--- config.mk ---
export PLATFORM = sky130hd
export DESIGN_NAME = indexed_insert_erase_list
export DESIGN_NICKNAME = d
export VERILOG_FILES = /design/src/rtl/core/iiel_pkg.sv /design/src/rtl/core/indexed_insert_erase_list.sv /design/src/rtl/core/iiel_ctrl.sv /design/src/rtl/core/iiel_dp.sv
export SDC_FILE = /design/constraint.sdc
export NUM_CORES = 2
export LEC_CHECK = 0
export BUFFER_PORTS_ARGS = -buffer_cell sky130_fd_sc_hd__buf_2
export CAP_MARGIN = 10
export CORE_ASPECT_RATIO = 1.1
export CORE_MARGIN = 2
export CORE_UTILIZATION = 60
export CTS_CLUSTER_SIZE = 24
export DETAILED_ROUTE_END_ITERATION = 6
export PLACE_DENSITY = 0.76
export SYNTH_ARGS = -nofsm -noshare
export SYNTH_HDL_FRONTEND = slang
export SYNTH_SLANG_ARGS = --single-unit
--- constraint.sdc ---
create_clock -name clk -period 5.25 [get_ports clk]
set_input_delay 0 -clock clk [delete_from_list [all_inputs] [get_ports clk]]
set_output_delay 0 -clock clk [all_outputs]
set_load 0.01 [all_outputs]
--- src/rtl/core/iiel_pkg.sv ---
// Package for the indexed insert/erase list: sizes, action and status codes,
// payload structs and the command/status structs between controller and datapath.
// No dependencies.
`default_nettype none

package iiel_pkg;

  localparam int DEPTH      = 16;
  localparam int DATA_WIDTH = 32;

  localparam int IDX_W  = $clog2(DEPTH);
  localparam int CNT_W  = $clog2(DEPTH + 1);
  localparam int ACT_W  = 3;
  localparam int POS_W  = 5;
  localparam int VAL_W  = 32;
  localparam int STAT_W = 2;
  localparam int CMP_W  = (CNT_W > POS_W) ? CNT_W : POS_W;

  localparam logic [ACT_W-1:0] ACT_APPEND = 3'd0;
  localparam logic [ACT_W-1:0] ACT_INSERT = 3'd1;
  localparam logic [ACT_W-1:0] ACT_ERASE  = 3'd2;
  localparam logic [ACT_W-1:0] ACT_READ   = 3'd3;
  localparam logic [ACT_W-1:0] ACT_FIRST  = 3'd4;
  localparam logic [ACT_W-1:0] ACT_LAST   = 3'd5;

  localparam logic [STAT_W-1:0] ST_OK        = 2'd0;
  localparam logic [STAT_W-1:0] ST_BAD_INDEX = 2'd1;
  localparam logic [STAT_W-1:0] ST_EMPTY     = 2'd2;
  localparam logic [STAT_W-1:0] ST_FULL      = 2'd3;

  localparam logic [1:0] OP_NONE   = 2'd0;
  localparam logic [1:0] OP_INSERT = 2'd1;
  localparam logic [1:0] OP_ERASE  = 2'd2;
  localparam logic [1:0] OP_READ   = 2'd3;

  localparam logic [1:0] SEL_POS   = 2'd0;
  localparam logic [1:0] SEL_ZERO  = 2'd1;
  localparam logic [1:0] SEL_LAST  = 2'd2;
  localparam logic [1:0] SEL_COUNT = 2'd3;

  typedef struct packed {
    logic [ACT_W-1:0] action;
    logic [POS_W-1:0] position;
    logic [VAL_W-1:0] value;
  } in_word_t;

  typedef struct packed {
    logic [VAL_W-1:0]  read_value;
    logic [STAT_W-1:0] status;
    logic [POS_W-1:0]  count;
  } out_word_t;

  typedef struct packed {
    logic              load;
    logic [1:0]        op;
    logic [1:0]        sel;
    logic [STAT_W-1:0] status;
  } dp_cmd_t;

  typedef struct packed {
    logic empty;
    logic full;
    logic pos_le_cnt;
    logic pos_lt_cnt;
  } dp_stat_t;

endpackage

`default_nettype wire

--- src/rtl/core/indexed_insert_erase_list.sv ---
// Every word is executed in the cycle it is accepted: the whole chain of cells
// shifts at once for insert and erase, and the result lands in an output
// register in the cycle after acceptance. A new word is taken whenever the output
// register is empty or is being drained in the same cycle, so with out_ready
// held high the list sustains one word per clock.
// Reads of the list are only ever made below the current count.
// Top level of the indexed insert/erase list; depends on iiel_pkg, iiel_ctrl
// and iiel_dp.
`default_nettype none

module indexed_insert_erase_list import iiel_pkg::*; (
  input  wire logic      clk,
  input  wire logic      rst_n,
  input  wire logic      in_valid,
  output logic           in_ready,
  input  wire in_word_t  in_data,
  output logic           out_valid,
  input  wire logic      out_ready,
  output out_word_t      out_data
);

  dp_cmd_t  cmd;
  dp_stat_t stat;

  iiel_ctrl u_ctrl (
    .clk       (clk),
    .rst_n     (rst_n),
    .in_valid  (in_valid),
    .in_ready  (in_ready),
    .action    (in_data.action),
    .out_valid (out_valid),
    .out_ready (out_ready),
    .stat      (stat),
    .cmd       (cmd)
  );

  iiel_dp u_dp (
    .clk      (clk),
    .rst_n    (rst_n),
    .position (in_data.position),
    .value    (in_data.value),
    .cmd      (cmd),
    .stat     (stat),
    .result   (out_data)
  );

`ifndef NO_ASSERTIONS
  // A full status can only be reported with the list at capacity.
  a_full_count: assert property (@(posedge clk) disable iff (!rst_n)
    out_valid && (out_data.status == ST_FULL) |-> (out_data.count == POS_W'(DEPTH)))
    else $error("full status with list below capacity");

  // An empty status can only be reported with no entries stored.
  a_empty_count: assert property (@(posedge clk) disable iff (!rst_n)
    out_valid && (out_data.status == ST_EMPTY) |-> (out_data.count == '0))
    else $error("empty status with entries stored");

  // Every accepted word yields a result in the next cycle.
  a_result_follows: assert property (@(posedge clk) disable iff (!rst_n)
    in_valid && in_ready |=> out_valid)
    else $error("accepted word produced no result");

  // The list only changes size when a word is accepted.
  a_count_hold: assert property (@(posedge clk) disable iff (!rst_n)
    !$past(cmd.load) |-> (stat.empty == $past(stat.empty) || !$past(rst_n)))
    else $error("list size changed without an accepted word");
`endif

endmodule

`default_nettype wire

--- src/rtl/core/iiel_ctrl.sv ---
// Controller for the indexed insert/erase list: handshake state machine and
// action decode into datapath commands. Depends on iiel_pkg.
`default_nettype none

module iiel_ctrl import iiel_pkg::*; (
  input  wire logic             clk,
  input  wire logic             rst_n,
  input  wire logic             in_valid,
  output logic                  in_ready,
  input  wire logic [ACT_W-1:0] action,
  output logic                  out_valid,
  input  wire logic             out_ready,
  input  wire dp_stat_t         stat,
  output dp_cmd_t               cmd
);

  localparam logic S_IDLE = 1'b0;
  localparam logic S_HOLD = 1'b1;

  logic state_r, state_nxt;
  logic accept;

  assign out_valid = (state_r == S_HOLD);
  assign in_ready  = (state_r == S_IDLE) || out_ready;
  assign accept    = in_valid && in_ready;

  always_comb begin
    state_nxt = state_r;
    if (accept) begin
      state_nxt = S_HOLD;
    end else if (out_ready) begin
      state_nxt = S_IDLE;
    end
  end

  always_ff @(posedge clk) begin
    if (!rst_n) begin
      state_r <= S_IDLE;
    end else begin
      state_r <= state_nxt;
    end
  end

  // Index checks come before the full check, as insert past the end is a bad index.
  always_comb begin
    cmd.load   = accept;
    cmd.op     = OP_NONE;
    cmd.sel    = SEL_POS;
    cmd.status = ST_OK;
    case (action)
      ACT_APPEND: begin
        if (stat.full) begin
          cmd.status = ST_FULL;
        end else begin
          cmd.op  = OP_INSERT;
          cmd.sel = SEL_COUNT;
        end
      end
      ACT_INSERT: begin
        if (!stat.pos_le_cnt) begin
          cmd.status = ST_BAD_INDEX;
        end else if (stat.full) begin
          cmd.status = ST_FULL;
        end else begin
          cmd.op = OP_INSERT;
        end
      end
      ACT_ERASE: begin
        if (!stat.pos_lt_cnt) begin
          cmd.status = ST_BAD_INDEX;
        end else begin
          cmd.op = OP_ERASE;
        end
      end
      ACT_READ: begin
        if (!stat.pos_lt_cnt) begin
          cmd.status = ST_BAD_INDEX;
        end else begin
          cmd.op = OP_READ;
        end
      end
      ACT_FIRST: begin
        if (stat.empty) begin
          cmd.status = ST_EMPTY;
        end else begin
          cmd.op  = OP_READ;
          cmd.sel = SEL_ZERO;
        end
      end
      ACT_LAST: begin
        if (stat.empty) begin
          cmd.status = ST_EMPTY;
        end else begin
          cmd.op  = OP_READ;
          cmd.sel = SEL_LAST;
        end
      end
      default: begin
        cmd.op = OP_NONE;
      end
    endcase
  end

endmodule

`default_nettype wire

--- src/rtl/core/iiel_dp.sv ---
// Datapath for the indexed insert/erase list: the shifting chain of cells,
// the entry count and the result register. Depends on iiel_pkg.
`default_nettype none

module iiel_dp import iiel_pkg::*; (
  input  wire logic             clk,
  input  wire logic             rst_n,
  input  wire logic [POS_W-1:0] position,
  input  wire logic [VAL_W-1:0] value,
  input  wire dp_cmd_t          cmd,
  output dp_stat_t              stat,
  output out_word_t             result
);

  logic [DATA_WIDTH-1:0] cell_r [DEPTH];
  logic [CNT_W-1:0]      count_r, count_nxt;
  logic [IDX_W-1:0]      idx;
  logic [DATA_WIDTH-1:0] word;
  logic [DATA_WIDTH-1:0] rd_word;
  out_word_t             result_r, result_nxt;
  logic                  do_insert, do_erase;

  assign word      = DATA_WIDTH'(value);
  assign do_insert = cmd.load && (cmd.op == OP_INSERT);
  assign do_erase  = cmd.load && (cmd.op == OP_ERASE);

  assign stat.empty      = (count_r == '0);
  assign stat.full       = (count_r == CNT_W'(DEPTH));
  assign stat.pos_le_cnt = (CMP_W'(position) <= CMP_W'(count_r));
  assign stat.pos_lt_cnt = (CMP_W'(position) <  CMP_W'(count_r));

  always_comb begin
    case (cmd.sel)
      SEL_POS:   idx = IDX_W'(position);
      SEL_ZERO:  idx = '0;
      SEL_LAST:  idx = IDX_W'(count_r - CNT_W'(1));
      SEL_COUNT: idx = IDX_W'(count_r);
      default:   idx = '0;
    endcase
  end

  // Insert shifts the cells above idx up; erase shifts the cells from idx down.
  for (genvar i = 0; i < DEPTH; i++) begin : g_cell
    always_ff @(posedge clk) begin
      if (do_insert) begin
        if (IDX_W'(i) == idx) begin
          cell_r[i] <= word;
        end else if ((i > 0) && (IDX_W'(i) > idx)) begin
          cell_r[i] <= cell_r[(i > 0) ? i - 1 : 0];
        end
      end else if (do_erase) begin
        if ((i < DEPTH - 1) && (IDX_W'(i) >= idx)) begin
          cell_r[i] <= cell_r[(i < DEPTH - 1) ? i + 1 : i];
        end
      end
    end
  end

  assign rd_word = cell_r[idx];

  always_comb begin
    count_nxt = count_r;
    if (do_insert) begin
      count_nxt = count_r + CNT_W'(1);
    end else if (do_erase) begin
      count_nxt = count_r - CNT_W'(1);
    end
  end

  always_comb begin
    result_nxt.read_value = (cmd.op == OP_READ) ? VAL_W'(rd_word) : '0;
    result_nxt.status     = cmd.status;
    result_nxt.count      = POS_W'(count_nxt);
  end

  always_ff @(posedge clk) begin
    if (!rst_n) begin
      count_r <= '0;
    end else begin
      count_r <= count_nxt;
    end
  end

  always_ff @(posedge clk) begin
    if (cmd.load) begin
      result_r <= result_nxt;
    end
  end

  assign result = result_r;

endmodule

`default_nettype wire
==> results.sh <==
export IMPL_start_util_pct=60.5
export IMPL_slew_violations=0
export IMPL_avgRoutedWirePerCell_um=25.2
export IMPL_ios=85
export IMPL_setup_violations=0
export IMPL_tightest_slew_ps=1130
export IMPL_grt_use_met3_pct=8.90
export IMPL_drt_iter0_markers=3686
export IMPL_arrival_ps=4660
export IMPL_antenna_cells=0
export IMPL_totalWireLength_mm=96.3
export IMPL_netlist_area_leader_share_pct=51.1
export IMPL_fin_crit_sh_pct=81.9
export IMPL_rows=89
export IMPL_final_util_pct=66.9
export IMPL_synth_top_cell_by_area="edfxtp_1"
export IMPL_coreArea_sq_um=53600
export IMPL_track_usage_pct=34.2
export IMPL_crit_type="reg2reg"
export IMPL_startpoint="u_dp.count_r[0]"
export IMPL_crit_path_end_kind="flop"
export IMPL_p_per_area_nw_per_um2=307
export IMPL_h_tree_depth=2
export IMPL_synthDistinctLibCells=76
export IMPL_cp_cell_sequence="inv_1, ha_1, nor4b_4, nor4b_1, a2111o_2, buf_12, buf_4, nand2_1, a32o_1, o31ai_1"
export IMPL_portBuffers=84
export IMPL_cts_made_buffers=59
export IMPL_critPathMaxFanout=55
export IMPL_clk_pin_slew_worst_paths_ps=60
export IMPL_required_ps=5610
export IMPL_clkLatencyLatePin_ps=640
export IMPL_drv_cap=0
export IMPL_clock_sinks=557
export IMPL_grt_antenna_before_repair=1
export IMPL_path_delay_family="compound AO/OA/AOI/OAI gates"
export IMPL_hpwl_mm=61.8
export IMPL_cts_tree="yes"
export IMPL_drc=0
export IMPL_ys_seq_elements=557
export IMPL_grt_util_met2_pct=51.6
export IMPL_yosys_warnings=0
export IMPL_hold_viol_final=0
export IMPL_use_met1_pct=49.5
export IMPL_nets=3094
export IMPL_finClkSkew_ps=23.6
export IMPL_gr_max_usage_layer="met2"
export IMPL_ant_nets=0
export IMPL_r2r_cells=10
export IMPL_synth_edf_count=551
export IMPL_grt_pass1_vias=24162
export IMPL_root_buffer="clkbuf_16"
export IMPL_synth_area_leaders="edfxtp_1, mux2i_1, nand2_1"
export IMPL_rsz0062_at_grt="false"
export IMPL_ys_flop_type="edfxtp_1"
export IMPL_yosysSeqAreaShare_pct=51.4
export IMPL_netlist_top_cells_count="nand2_1, edfxtp_1, mux2i_1"
export IMPL_post_cts_buffers=0
export IMPL_yosys_cell_count_top_type="nand2_1"
export IMPL_r2r_slack_ps=950
export IMPL_die_y_um=248
export IMPL_synthAdderAreaFrac_pct=0.309
export IMPL_ir_drop_mv=0.282
export IMPL_synth_xor_area_share_pct=0.162
export IMPL_leakage_nw=12.2
export IMPL_ctsHoldBuffers=38
export IMPL_crit_path_end="u_dp.result[33]"
export IMPL_synthCells=3067
export IMPL_syn_to_final_growth_pct=10.6
export IMPL_hp_class="in2reg"
export IMPL_dr_pass1_iters=6
export IMPL_die_w_um=226
export IMPL_critical_path_depth=10
export IMPL_min_period_ps=4300
export IMPL_start_kind="flop"
export IMPL_maxSlewHeadroom_pct=24.4
export IMPL_timing_rr_start="u_dp.count_r[0]"
export IMPL_yosys_area_share_simple_pct=12.2
export IMPL_fin_tns_setup_ps=0
export IMPL_grt_pass1_wl_mm=147
export IMPL_ctsResizeCount=0
export IMPL_grt_max_degree=140
export IMPL_drive_gt1_share_pct=11.3
export IMPL_status="finished, final reports clean"
export IMPL_cpMaxStageDelayCell="nor4b_1"
export IMPL_dieArea_sq_um=55900
export IMPL_synth_top_family_by_area="multiplexers"
export IMPL_cp_num_buf_inv=3
export IMPL_postSynth_asyncResetShare_pct=0
export IMPL_synth_compound_area_share_pct=13.7
export IMPL_viasPerCell=6.74
export IMPL_num_vias=25733
export IMPL_synth_mux_area_share_pct=17.9
export IMPL_syn_area_sq_um=32400
export IMPL_max_stage_delay_ps=590
export IMPL_cts_buffer_depth=3
export IMPL_syn_nets=3119
export IMPL_max_freq_ghz=0.233
export IMPL_gp_congestion=0.882
export IMPL_rr_endpoint="u_dp.result[33]"
export IMPL_synth_area_per_cell_sq_um=10.6
export IMPL_grt_overflow=0
-- layout by cell type, fill, tap and decap left out, types with 11 or more instances in the layout --
cell           count
mux2_1            90
buf_12            12
o22ai_1           15
o21ai_0           38
a32oi_1           32
clkinv_2          11
a31oi_1           34
clkbuf_16         61
edfxtp_1         551
a2bb2oi_1         32
buf_2             84
o21ai_1          175
o31ai_1           33
nand3_1          100
a32o_1            64
o21a_1            16
nor2_1           198
nand4_1           34
a21oi_1          196
buf_4             63
mux2_2            38
mux2i_1          434
dlygate4sd3_1     38
clkinv_1          13
nand2_1          567
-- through the flow --
| stage | cells | power [mW] | setup WS [ps] | area [sq um] | hold WS (ps) |
|---|---|---|---|---|---|
| final | 3817 | 11.0 | 949 | 35800 | 226 |
| after global routing | 3817 | 11.3 | 683 | 35800 | 239 |
| after CTS | 3816 | 11.0 | 900 | 35800 | 197 |
| after detailed placement | 3670 | 6.59 | 954 | 33400 | 289 |
| after global placement | 3670 | 6.54 | 1100 | 33400 | 268 |
| after floorplan | 3067 | 6.14 | 298 | 32400 | 122 |
-- metal layers --
layer	vias to the layer above	part of all wire, %
li1	11343	-
met4	2	1.9
met3	179	13
met1	12330	40
met2	1879	44
met5	-	0.014
-- how the worst min path moves through the flow --
stage          slack [ps]        start          endpoint  depth (start not counted)
2_1_floorplan         120        rst_n   u_dp.count_r[0]                          1
3_3_place_gp          270     in_valid  u_ctrl.out_valid                          3
3_5_place_dp          290     in_valid  u_ctrl.out_valid                          3
4_1_cts               200        rst_n   u_dp.count_r[0]                          3
5_1_grt               240        rst_n   u_dp.count_r[4]                          3
6_report              230  in_data[36]    u_dp.result[6]                          6
-- registers in the layout, summed over array words and instances (netlist names) --
register,count
u_dp.cell_r,512
u_ctrl.out_valid,1
u_dp.result,39
u_dp.count_r,5
-- worst min-delay path, cell delays in order --
cell      delay [ps]
buf_2             80
ha_1             130
inv_1             70
a31oi_1          200
or3_1            130
a211oi_1          70
-- cell families after synthesis --
family | Yosys count
multiplexers | 562
buffers and inverters | 296
flip-flops | 557
XOR/XNOR | 6
AO/OA/AOI/OAI | 688
AND/OR/NAND/NOR | 950
adder cells (fa/ha/maj) | 8
-- where the power goes --
group          internal (mW)  switching [mW]
Sequential              5.05          0.0823
Clock                   2.60            1.83
Combinational          0.503           0.937
-- area by class of cell --
| type | count | area, sq um |
|---|---|---|
| multi-input cells | 2214 | 14700 |
| well taps | 728 | 911 |
| clock inverters | 37 | 437 |
| inverters | 12 | 45.0 |
| flip-flops and latches | 557 | 16700 |
| repair buffers | 198 | 1530 |
| fillers | 3986 | 17700 |
| clock buffers | 71 | 1560 |
(Power assumes the default switching activity.)
